==> config.mk <==
export PLATFORM = sky130hd
export DESIGN_NAME = range_histogram_binner_unit
export DESIGN_NICKNAME = d
export VERILOG_FILES = /design/src/rhb_pkg.sv /design/src/range_histogram_binner_unit.sv /design/src/rhb_divider.sv /design/src/rhb_count_mem.sv
export SDC_FILE = /design/constraint.sdc
export NUM_CORES = 2
export LEC_CHECK = 0
export ABC_CLOCK_PERIOD_IN_PS = 10050
export BUFFER_PORTS_ARGS = -buffer_cell sky130_fd_sc_hd__buf_4
export CORE_MARGIN = 2
export CORE_UTILIZATION = 68
export CTS_CLUSTER_DIAMETER = 100
export DETAILED_ROUTE_END_ITERATION = 12
export PLACE_DENSITY = 0.85
export SYNTH_ARGS = -nofsm -noshare
export SYNTH_HDL_FRONTEND = slang
export SYNTH_SLANG_ARGS = --single-unit
==> constraint.sdc <==
create_clock -name i_clk -period 10.05 [get_ports i_clk]
set_input_delay 0.5025 -clock i_clk [delete_from_list [all_inputs] [get_ports i_clk]]
set_output_delay 0.5025 -clock i_clk [all_outputs]
set_load 0.005 [all_outputs]
==> src/rhb_pkg.sv <==
// ----------------------------------------------------------------------------
// rhb_pkg
// types, constants and state codes of the fixed range histogram binner
// ----------------------------------------------------------------------------
package rhb_pkg;

    localparam int DATA_W       = 32;
    localparam int BINS_W       = 7;
    localparam int BIN_IDX_W    = 6;
    localparam int PROD_W       = DATA_W + BINS_W;
    localparam int DIV_STEPS    = BINS_W;
    localparam int STEP_W       = 3;
    localparam int CFG_IDX_W    = 2;
    localparam int MAX_BINS_DEF = 64;

    localparam logic [CFG_IDX_W-1:0] CFG_RANGE_MIN   = 2'd0;
    localparam logic [CFG_IDX_W-1:0] CFG_RANGE_MAX   = 2'd1;
    localparam logic [CFG_IDX_W-1:0] CFG_BINS_IN_USE = 2'd2;

    localparam logic [DATA_W-1:0] RANGE_MIN_RST   = 32'd0;
    localparam logic [DATA_W-1:0] RANGE_MAX_RST   = 32'd65536;
    localparam logic [BINS_W-1:0] BINS_IN_USE_RST = 7'd64;

    localparam logic [DATA_W-1:0] COUNT_SAT = '1;

    typedef struct packed {
        logic signed [DATA_W-1:0] sample_value;
        logic                     included;
        logic                     end_of_pass;
    } t_sample;

    typedef struct packed {
        logic [BIN_IDX_W-1:0] bin_index;
        logic [DATA_W-1:0]    bin_total;
        logic                 last_bin;
    } t_result;

    typedef enum logic [2:0] {
        ST_IDLE,
        ST_SPAN,
        ST_MUL,
        ST_DIV,
        ST_RD,
        ST_WR,
        ST_DRD,
        ST_DLD
    } t_state;

endpackage

==> src/range_histogram_binner_unit.sv <==
// ----------------------------------------------------------------------------
// range_histogram_binner_unit
// fixed range histogram over signed Q16.16 samples with readout on pass end
// ----------------------------------------------------------------------------
//  channel   | signals                          | direction
//  ----------+----------------------------------+----------
//  sample    | i_valid, o_ready, i_sample       | in
//  bin       | o_valid, i_ready, o_result       | out
//  config    | i_cfg_we, i_cfg_index, i_cfg_data| in
//
//  a counted sample keeps o_ready low after its request through range check,
//  multiply, the serial divider, then read and write of the count memory;
//  a skipped sample keeps it low for the range check only
//  readout does a memory read, then an output load, for each bin while the sink
//  is ready; the output register stalls the readout when it is not taken
//  reset clears the counts through valid bits, no sweep
// ----------------------------------------------------------------------------
module range_histogram_binner_unit import rhb_pkg::*; #(
    parameter int MAX_BINS = MAX_BINS_DEF
) (
    input  logic                 i_clk,
    input  logic                 i_rst_n,
    input  logic                 i_valid,
    output logic                 o_ready,
    input  t_sample              i_sample,
    output logic                 o_valid,
    input  logic                 i_ready,
    output t_result              o_result,
    input  logic                 i_cfg_we,
    input  logic [CFG_IDX_W-1:0] i_cfg_index,
    input  logic [DATA_W-1:0]    i_cfg_data
);

    localparam int AW = (MAX_BINS > 1) ? $clog2(MAX_BINS) : 1;

    t_state r_state;
    t_state n_state;

    logic signed [DATA_W-1:0] r_range_min;
    logic signed [DATA_W-1:0] r_range_max;
    logic [BINS_W-1:0]        r_bins_in_use;

    t_sample            r_sample;
    logic               r_counted;
    logic               r_eop;
    logic               r_span_zero;
    logic [DATA_W-1:0]  r_off;
    logic [DATA_W-1:0]  r_span;
    logic [AW-1:0]      r_idx;
    logic               r_out_valid;
    t_result            r_out;

    logic [BINS_W-1:0]  w_bins;
    logic [DATA_W:0]    w_off;
    logic [DATA_W:0]    w_span;
    logic [PROD_W-1:0]  w_prod;
    logic               w_in_range;
    logic               w_div_done;
    logic [BINS_W-1:0]  w_quo;
    logic [BINS_W-1:0]  w_bin_sel;
    logic [DATA_W-1:0]  w_rd_data;
    logic [DATA_W-1:0]  w_wr_data;
    logic               w_last;
    logic               w_load;
    logic               w_rd_en;
    logic [AW-1:0]      w_rd_addr;
    logic               w_wr_en;
    logic               w_div_start;

    always_ff @(posedge i_clk) begin
        if (!i_rst_n) begin
            r_range_min   <= RANGE_MIN_RST;
            r_range_max   <= RANGE_MAX_RST;
            r_bins_in_use <= BINS_IN_USE_RST;
        end else if (i_cfg_we) begin
            case (i_cfg_index)
                CFG_RANGE_MIN:   r_range_min   <= i_cfg_data;
                CFG_RANGE_MAX:   r_range_max   <= i_cfg_data;
                CFG_BINS_IN_USE: r_bins_in_use <= i_cfg_data[BINS_W-1:0];
                default: ;
            endcase
        end
    end

    always_comb begin
        if (r_bins_in_use == '0) begin
            w_bins = BINS_W'(1);
        end else if (r_bins_in_use > BINS_W'(MAX_BINS)) begin
            w_bins = BINS_W'(MAX_BINS);
        end else begin
            w_bins = r_bins_in_use;
        end
    end

    assign w_off      = {r_sample.sample_value[DATA_W-1], r_sample.sample_value}
                      - {r_range_min[DATA_W-1], r_range_min};
    assign w_span     = {r_range_max[DATA_W-1], r_range_max}
                      - {r_range_min[DATA_W-1], r_range_min};
    assign w_in_range = (r_sample.sample_value >= r_range_min)
                     && (r_sample.sample_value <= r_range_max);
    assign w_prod     = PROD_W'(r_off) * PROD_W'(w_bins);

    always_comb begin
        if (r_span_zero) begin
            w_bin_sel = '0;
        end else if (w_quo >= w_bins) begin
            w_bin_sel = w_bins - BINS_W'(1);
        end else begin
            w_bin_sel = w_quo;
        end
    end

    assign w_wr_data = (w_rd_data == COUNT_SAT) ? w_rd_data : w_rd_data + DATA_W'(1);
    assign w_last    = BINS_W'(r_idx) == (w_bins - BINS_W'(1));

    // next state
    always_comb begin
        n_state = r_state;
        case (r_state)
            ST_IDLE: begin
                if (i_valid) begin
                    n_state = ST_SPAN;
                end
            end
            ST_SPAN: begin
                if (r_sample.included && w_in_range) begin
                    n_state = ST_MUL;
                end else if (r_sample.end_of_pass) begin
                    n_state = ST_DRD;
                end else begin
                    n_state = ST_IDLE;
                end
            end
            ST_MUL: n_state = ST_DIV;
            ST_DIV: begin
                if (w_div_done) begin
                    n_state = ST_RD;
                end
            end
            ST_RD: n_state = ST_WR;
            ST_WR: n_state = r_eop ? ST_DRD : ST_IDLE;
            ST_DRD: n_state = ST_DLD;
            ST_DLD: begin
                if (w_load) begin
                    n_state = w_last ? ST_IDLE : ST_DRD;
                end
            end
            default: n_state = ST_IDLE;
        endcase
    end

    // outputs
    always_comb begin
        o_ready     = r_state == ST_IDLE;
        w_div_start = r_state == ST_MUL;
        w_rd_en     = (r_state == ST_RD) || (r_state == ST_DRD);
        w_rd_addr   = (r_state == ST_RD) ? w_bin_sel[AW-1:0] : r_idx;
        w_wr_en     = r_state == ST_WR;
        w_load      = (r_state == ST_DLD) && (!r_out_valid || i_ready);
    end

    always_ff @(posedge i_clk) begin
        if (!i_rst_n) begin
            r_state     <= ST_IDLE;
            r_out_valid <= 1'b0;
        end else begin
            r_state <= n_state;
            if (w_load) begin
                r_out_valid <= 1'b1;
            end else if (i_ready) begin
                r_out_valid <= 1'b0;
            end
        end
    end

    always_ff @(posedge i_clk) begin
        if (o_ready && i_valid) begin
            r_sample <= i_sample;
        end
        if (r_state == ST_SPAN) begin
            r_counted   <= r_sample.included && w_in_range;
            r_eop       <= r_sample.end_of_pass;
            r_off       <= w_off[DATA_W-1:0];
            r_span      <= w_span[DATA_W-1:0];
            r_span_zero <= r_range_max == r_range_min;
        end
        case (r_state)
            ST_SPAN: r_idx <= '0;
            ST_RD:   r_idx <= w_bin_sel[AW-1:0];
            ST_WR:   r_idx <= '0;
            ST_DLD: begin
                if (w_load && !w_last) begin
                    r_idx <= r_idx + AW'(1);
                end
            end
            default: ;
        endcase
        if (w_load) begin
            r_out.bin_index <= BIN_IDX_W'(r_idx);
            r_out.bin_total <= w_rd_data;
            r_out.last_bin  <= w_last;
        end
    end

    rhb_divider u_div (
        .i_clk      (i_clk),
        .i_rst_n    (i_rst_n),
        .i_start    (w_div_start),
        .i_dividend (w_prod),
        .i_divisor  (r_span),
        .o_done     (w_div_done),
        .o_quotient (w_quo)
    );

    rhb_count_mem #(
        .MAX_BINS (MAX_BINS),
        .AW       (AW)
    ) u_mem (
        .i_clk     (i_clk),
        .i_rst_n   (i_rst_n),
        .i_rd_en   (w_rd_en),
        .i_rd_addr (w_rd_addr),
        .o_rd_data (w_rd_data),
        .i_wr_en   (w_wr_en && r_counted),
        .i_wr_addr (r_idx),
        .i_wr_data (w_wr_data),
        .i_clear   (w_load && w_last)
    );

    assign o_valid  = r_out_valid;
    assign o_result = r_out;

endmodule

==> src/rhb_divider.sv <==
// ----------------------------------------------------------------------------
// rhb_divider
// restoring divider, one quotient bit per cycle, for the bin index
// ----------------------------------------------------------------------------
module rhb_divider import rhb_pkg::*; (
    input  logic                 i_clk,
    input  logic                 i_rst_n,
    input  logic                 i_start,
    input  logic [PROD_W-1:0]    i_dividend,
    input  logic [DATA_W-1:0]    i_divisor,
    output logic                 o_done,
    output logic [BINS_W-1:0]    o_quotient
);

    logic                r_busy;
    logic                r_done;
    logic [STEP_W-1:0]   r_cnt;
    logic [DATA_W-1:0]   r_rem;
    logic [BINS_W-1:0]   r_low;
    logic [BINS_W-1:0]   r_quo;
    logic [DATA_W-1:0]   r_div;

    logic [DATA_W:0]     w_shift;
    logic [DATA_W:0]     w_diff;
    logic                w_ge;

    // quotient never exceeds the bin count, so the top bits start as remainder
    assign w_shift = {r_rem, r_low[BINS_W-1]};
    assign w_diff  = w_shift - {1'b0, r_div};
    assign w_ge    = w_shift >= {1'b0, r_div};

    always_ff @(posedge i_clk) begin
        if (!i_rst_n) begin
            r_busy <= 1'b0;
            r_done <= 1'b0;
            r_cnt  <= '0;
        end else begin
            r_done <= 1'b0;
            if (i_start) begin
                r_busy <= 1'b1;
                r_cnt  <= '0;
            end else if (r_busy) begin
                r_cnt <= r_cnt + STEP_W'(1);
                if (r_cnt == STEP_W'(DIV_STEPS - 1)) begin
                    r_busy <= 1'b0;
                    r_done <= 1'b1;
                end
            end
        end
    end

    always_ff @(posedge i_clk) begin
        if (i_start) begin
            r_rem <= i_dividend[PROD_W-1:BINS_W];
            r_low <= i_dividend[BINS_W-1:0];
            r_div <= i_divisor;
            r_quo <= '0;
        end else if (r_busy) begin
            r_rem <= w_ge ? w_diff[DATA_W-1:0] : w_shift[DATA_W-1:0];
            r_low <= {r_low[BINS_W-2:0], 1'b0};
            r_quo <= {r_quo[BINS_W-2:0], w_ge};
        end
    end

    assign o_done     = r_done;
    assign o_quotient = r_quo;

endmodule

==> src/rhb_count_mem.sv <==
// ----------------------------------------------------------------------------
// rhb_count_mem
// bin count memory with one registered read port, one write port and
// per-entry valid bits so that a cleared entry reads as zero
// ----------------------------------------------------------------------------
module rhb_count_mem import rhb_pkg::*; #(
    parameter int MAX_BINS = MAX_BINS_DEF,
    parameter int AW       = 6
) (
    input  logic              i_clk,
    input  logic              i_rst_n,
    input  logic              i_rd_en,
    input  logic [AW-1:0]     i_rd_addr,
    output logic [DATA_W-1:0] o_rd_data,
    input  logic              i_wr_en,
    input  logic [AW-1:0]     i_wr_addr,
    input  logic [DATA_W-1:0] i_wr_data,
    input  logic              i_clear
);

    logic [DATA_W-1:0]   r_mem [MAX_BINS];
    logic [MAX_BINS-1:0] r_valid;
    logic [DATA_W-1:0]   r_rd_data;

    always_ff @(posedge i_clk) begin
        if (!i_rst_n) begin
            r_valid <= '0;
        end else if (i_clear) begin
            r_valid <= '0;
        end else if (i_wr_en) begin
            r_valid[i_wr_addr] <= 1'b1;
        end
    end

    always_ff @(posedge i_clk) begin
        if (i_wr_en) begin
            r_mem[i_wr_addr] <= i_wr_data;
        end
    end

    always_ff @(posedge i_clk) begin
        if (i_rd_en) begin
            r_rd_data <= r_valid[i_rd_addr] ? r_mem[i_rd_addr] : '0;
        end
    end

    assign o_rd_data = r_rd_data;

endmodule

# After elaboration in Yosys (flattened, before gate mapping)
# Memories as Yosys holds them, arrays and structs flattened. A register that Yosys moved wholly into a read port is not among the register bits.
# Cells that the tools add are included.
# totals
ramBits	2048
mem_count	1
register_bits	368
out_inout_bits	41
input_bits	73
word_cells	123
# op_classes
n_reduce_logical	28
muxes	33
add_sub_neg	7
bitwise_logic	3
n_mul	1
magnitude_cmp	8
n_eq_ne	17
# memory_table
memory	depth	word_bits	rd	rd_ports_with_merged_regs	wr	line_no	rtl
u_mem.r_mem	64	32	1	1	1	rhb_count_mem.sv:21	logic [DATA_W-1:0] r_mem [MAX_BINS];
# op_table
op	count
two-way mux 32 bit	4
subtractor 32 bit	3
OR 64 bit	1
multiplier 32 x 7 -> 39 bit	1
greater-or-equal comparator 33 x 32 -> 1 bit	1
adder 32 x 1 -> 32 bit, second input constant	1
== test 32 bit	1
== test 32 bit, second input constant	1
greater-or-equal comparator 32 bit	1
<= comparator 32 bit	1
two-way mux 7 bit	4
two-way mux 6 bit	4
one-hot mux 3 bit (8 select lines)	1
two-way mux 3 bit	7
one-hot mux 6 bit (3 select lines)	1
== test 3 bit, second input constant	5
less-than comparator 6 x 7 -> 1 bit, second input constant	2
two-way mux 1 bit	10
logical AND 1 bit	8
AND reduction 2 bit	4
== test 6 x 7 -> 1 bit	1
greater-or-equal comparator 7 bit	1
> comparator 7 bit, second input constant	1
logical NOT 7 bit	1
22 further kinds	32

# Depth between registers and ports, before layout
# logic_depth
ltp_word	10
depth_mapped	23
ltp_nobuf	21

# By module
# From an unflattened synthesis, not the netlist that was laid out.
# hier_totals
cells_unflattened	6119
area_unflattened_um2	105572.5
# modules_own_cells
mod	cells_per_inst	seq_area_each_um2	instances	area_each_um2
rhb_count_mem	3553	63741.1	1	80925.1
range_histogram_binner_unit	2059	5885.6	1	19451.2
rhb_divider	507	2372.3	1	5196.2

# Worst setup path after synthesis
# No wires, ideal clock.
# synth_path
kind	register -> register
startpoint	reg r_bins_in_use[6]
endpoint	reg u_div.r_rem[24] (data pin)
synth_period_minus_slack_ns	5.504
setup_slack_ns	4.546
path_buffers	2
required_ns	9.775
setup_ns	0.275
stages_incl_launch_ff	21
t_arrival_ns	5.229
path_cell_list	dfxtp_1 -> clkbuf_1 -> nor2b_1 -> clkbuf_1 -> nand2_1 -> fa_1 -> fa_1 -> inv_1 -> fa_1 -> fa_1 -> ha_1 -> o32a_1 -> o41a_1 -> a211o_1 -> a21oi_1 -> nand2_1 -> a21o_1 -> a21o_1 -> a21oi_1 -> xor2_1 -> a21boi_0
# synth_between
elab_chain_len	5
elab_cells_between_ends	6
classes_between	mul (1); order compare (1); mux (3); reduce/logical (1)
# synth_rtl
item	line_no	rtl
start, declared	range_histogram_binner_unit.sv:41	logic [BINS_W-1:0] r_bins_in_use;
start signal, assigned	range_histogram_binner_unit.sv:79	CFG_BINS_IN_USE: r_bins_in_use <= i_cfg_data[BINS_W-1:0];
> comparator 7 bit	range_histogram_binner_unit.sv:88	end else if (r_bins_in_use > BINS_W'(MAX_BINS)) begin
two-way mux 7 bit	range_histogram_binner_unit.sv:88	
two-way mux 7 bit *	range_histogram_binner_unit.sv:86	if (r_bins_in_use == '0) begin
multiplier 32 x 7 -> 39 bit *	range_histogram_binner_unit.sv:101	assign w_prod = PROD_W'(r_off) * PROD_W'(w_bins);
two-way mux 32 bit *	rhb_divider.sv:53	if (i_start) begin
end signal, assigned	rhb_divider.sv:54	r_rem <= i_dividend[PROD_W-1:BINS_W];
end signal, assigned	rhb_divider.sv:59	r_rem <= w_ge ? w_diff[DATA_W-1:0] : w_shift[DATA_W-1:0];
end, declared	rhb_divider.sv:18	logic [DATA_W-1:0] r_rem;
# Every way passes the cells marked *; elsewhere a longest branch is shown, timed or not.
# A chain may end at the register's enable or synchronous reset.

# Final worst setup path
# layout_path
startpoint	reg r_bins_in_use[6]
endpoint	reg u_mem.r_rd_data[19] (netlist: u_mem.o_rd_data[19]), read port of u_mem.r_mem (data pin)
# layout_between
elab_chain_len	10
elab_cells_between_ends	12
classes_between	add/sub (1); order compare (2); mux (7); reduce/logical (2)
# layout_rtl
item	line_no	rtl
> comparator 7 bit	range_histogram_binner_unit.sv:88	
two-way mux 7 bit	range_histogram_binner_unit.sv:88	
two-way mux 7 bit *	range_histogram_binner_unit.sv:86	
subtractor 7 x 1 -> 7 bit / greater-or-equal comparator 7 bit (equally long branches)	n/a	
two-way mux 6 bit *	range_histogram_binner_unit.sv:106	end else if (w_quo >= w_bins) begin
two-way mux 6 bit *	range_histogram_binner_unit.sv:104	if (r_span_zero) begin
two-way mux 6 bit *	range_histogram_binner_unit.sv:157	w_rd_addr = (r_state == ST_RD) ? w_bin_sel[AW-1:0] : r_idx;
binary-select mux 1 bit (select 6 bit)	rhb_count_mem.sv:43	r_rd_data <= r_valid[i_rd_addr] ? r_mem[i_rd_addr] : '0;
two-way mux 1 bit (implied by the code)	rhb_count_mem.sv:43	
logical NOT 1 bit (no line)	n/a	
end, declared	rhb_count_mem.sv:23	logic [DATA_W-1:0] r_rd_data;
# Every way passes the cells marked *; elsewhere a longest branch is shown, timed or not. The select of a mux whose other input is x is not followed.

==> impl_metrics.toml <==
[floorplanning]
die_height_um = 402
die-area_sq_um = 161000
coreArea_sq_um = 157000
die_x_um = 402
rows = 145
start_util = 0.686
ioPinCount = 114

[timing]
slew_violations = 0
grt_setup_unrepaired = "no"
setup_tns_ns = 0
max_slew.worst_pin.slew_ns = 1.35
hold_viol = 0
fin_crit_ns = 6.63
fin_skew_ns = 0.0561
setup_viol = 0
slew-limit-headroom = 0.0988
fmax_mhz = 151
period_share = 0.660
setup_ws_ns = 3.42

[finish]
nets = 8954
synthToLayoutAreaGrowth_pct = 10.8
final_layout_size_suffix_gt1_frac = 0.0860

[cts]
cts_tree = "built"
htreeDepth = 4
numCtsBuffers = 228
clkSlewWorstSetupHoldPaths_ns = 0.06
post-cts-setup-buffers = 0
worstSkewPairLatency_ns = 0.90
cts_buffer_depth = 3
cts_root_buf = "clkbuf_16"
clock-sinks = 2448

[critical_path]
worstPathMaxFanout = 199
crit_chain = "buf_4 > nor2b_1 > buf_4 > inv_1 > ha_1 > a2111oi_0 > o21ai_0 > nand2_2 > a211o_4 > buf_12 > buf_12 > nand2_1 > a32oi_1 > a22oi_1 > a21oi_1 > nor2_1 > a211oi_2"
crit_path_end_kind = "flip-flop"
cpPeakStageDelay_ns = 0.77
arrival_ns = 7.32
cp_data_required_time_ns = 10.74
start_kind = "flip-flop"
worst_path_max_delay_cell = "a211o_4"
critPathTopFamily = "compound AO/OA/AOI/OAI gates"
path_buf_inv = 5
critPathKind = "flip-flop to flip-flop"

[synthesis]
yosys.area.top_type = "edfxtp_1"
yosysMostFrequentCell = "edfxtp_1"
seq_area_frac_synth = 0.670
syn_nets = 8895
synth_edf_count = 2297
ys_seq_elements = 2448
synth_cell_types = 78
synth_top_cell_area_share = 0.642
synth.top_cells.by_count = "edfxtp_1 (2297), nand2_1 (1958), a21oi_1 (739)"
yosysWarnings = 0
synth_cells = 8474
synthTopCellsByArea = "edfxtp_1 (64%), nand2_1 (6.8%), a32oi_1 (4.3%), a21oi_1 (3.4%), fa_1 (2.8%)"
mappedNetlistArea_sq_um = 107000
synth_async_sr_flop_share = 0
synth_ff_type = "edfxtp_1"
syn_avg_cell_area_sq_um = 12.7

[run_status]
violations = "design-rule violations"
status = "finished with violations"

[routing]
wl_per_cell_um = 28.0
drcViolationCount = 2
firstDrtPassIters = 12
num_vias = 75200
drtIter0Drc = 13400
antenna_left = 0
vias_per_cell = 6.97
drt-total-wl_mm = 302

[global_route]
antenna_found_initial = 16
grt_pass1_vias = 74400
grt_first_pass_wirelength_mm = 446
grt_overflow = 0
grt_usage = 0.369
grt_max_degree = 256

[power_and_ir_drop]
p_int_mw = 17.6
ir_drop_mv = 0.218
p_comb_frac = 0.192
p_per_area_nw_per_um2 = 209
pwr-share-seq = 0.462
leakage_nw = 41.3
p_sw_frac = 0.293
p_sw_mw = 7.30
clkPwrFrac = 0.346
power_mw = 24.9

[place]
dp_hpwl_mm = 166
preCtsSetupSlack_ns = 3.63
port_buffers = 113
gp_congestion = 0.945

[job]
max_cap_viol_count = 0

[min_path]
hold_class = "input port to flip-flop"
## worst reg2reg max path, stage by stage (launching register included)
cell       delay (ns)
dfxtp_1          0.29
buf_4            0.26
nor2b_1          0.39
buf_4            0.39
inv_1            0.11
ha_1             0.19
a2111oi_0        0.44
o21ai_0          0.34
nand2_2          0.32
a211o_4          0.77
buf_12           0.65
buf_12           0.64
nand2_1          0.22
a32oi_1          0.26
a22oi_1          0.11
a21oi_1          0.48
nor2_1           0.32
a211oi_2         0.30
## kinds of logic (layout without fill, tap and decap cells)
group	count (synthesis)	in the layout	synth area share
buffers and inverters	787	1042	0.0309
multiplexers	24	24	0.00226
other	0	6	0
flip-flops	2448	2448	0.670
AND/OR/NAND/NOR	2716	2716	0.104
AO/OA/AOI/OAI	1997	1997	0.129
XOR/XNOR	154	154	0.0126
adder cells (fa/ha/maj)	348	348	0.0511
## final cells by class
class,count,area [sq um]
multi-input combinational,5239,33100
inverter,266,998
fill,8617,37500
sequential,2448,72000
antenna,6,15.0
timing repair buffer,350,2970
tap,2058,2570
clock buffer,290,6060
clock inverter,136,1360
## flip-flops by register name, summed over array words and instances, names as in the netlist, 7 cells and up
register          cells
u_mem.r_valid        64
u_mem.o_rd_data      32
u_div.r_low           7
r_range_min          32
r_range_max          32
u_div.r_rem          32
r_off                32
o_result             39
r_bins_in_use         7
r_sample             34
u_div.o_quotient      7
r_span               32
u_mem.r_mem        2048
u_div.r_div          32
## per-layer routing
metal / GRT usage / routed length, um / up-vias
met4: 0.231 / 21400 / 10
met1: 0.479 / 102000 / 36400
met5: 0 / 67 / -
li1: - / - / 31400
met3: 0.0911 / 41100 / 1352
met2: 0.567 / 137000 / 6064
## timing repair
item	4_1_cts	5_1_grt
gates resized for setup	0	0
hold buffers	73	0
endpoints found under the hold margin	106	0
endpoints found under the setup margin	0	0
## power groups by stage
stage / logic (mW) / registers (mW) / clock network (mW)
2_1_floorplan: 3.17 / 11.6 / 0
3_3_place_gp: 4.28 / 11.7 / 0
3_5_place_dp: 4.47 / 11.7 / 0
4_1_cts: 4.58 / 11.5 / 8.62
5_1_grt: 5.06 / 11.5 / 9.01
6_report: 4.78 / 11.5 / 8.62
## final timing paths
check                   startpoint  slack [ns]                   to  cells after the start
setup / recovery  r_bins_in_use[6]        3.42  u_mem.o_rd_data[19]                     17
hold / removal      i_cfg_index[0]        0.29      r_range_min[24]                      5
setup reg to reg  r_bins_in_use[6]        3.42  u_mem.o_rd_data[19]                     17
hold reg to reg         r_span[18]        0.42      u_div.r_div[18]                      0
## layout by cell type, fill, tap and decap left out, types with 13 or more instances in the layout
| cell | n |
|---|---|
| a21o_1 | 77 |
| clkbuf_1 | 54 |
| o21a_1 | 26 |
| nor3_1 | 33 |
| dfxtp_1 | 151 |
| buf_12 | 13 |
| mux2i_1 | 22 |
| dlygate4sd3_1 | 73 |
| nand4_1 | 28 |
| nor2_1 | 268 |
| a21oi_1 | 739 |
| xnor2_2 | 18 |
| nand2b_1 | 13 |
| o21ai_0 | 69 |
| clkbuf_16 | 232 |
| and2_1 | 172 |
| nor2b_1 | 38 |
| edfxtp_1 | 2297 |
| o21bai_1 | 18 |
| buf_4 | 264 |
| ha_1 | 196 |
| nor2_4 | 71 |
| or3_1 | 15 |
| bufinv_16 | 22 |
| xor2_1 | 41 |
| a32oi_1 | 526 |
| a211oi_1 | 37 |
| clkinv_2 | 33 |
| and3_1 | 20 |
| nand2_1 | 1957 |
| fa_1 | 152 |
| a211oi_2 | 24 |
| nand3_1 | 51 |
| a21boi_0 | 71 |
| a22oi_1 | 293 |
| xnor2_1 | 82 |
| clkinv_1 | 59 |
| inv_1 | 265 |
## per-stage QoR
stage	util	area, sq um	instances	hold WS, ns
2_1_floorplan	-	107000	8474	0.400
3_3_place_gp	0.709	111000	10300	0.401
3_5_place_dp	0.709	111000	10300	0.405
4_1_cts	0.761	119000	10800	0.215
5_1_grt	0.761	119000	10800	0.291
6_report	0.761	119000	10800	0.293
Power figures use the tool's default switching activity.
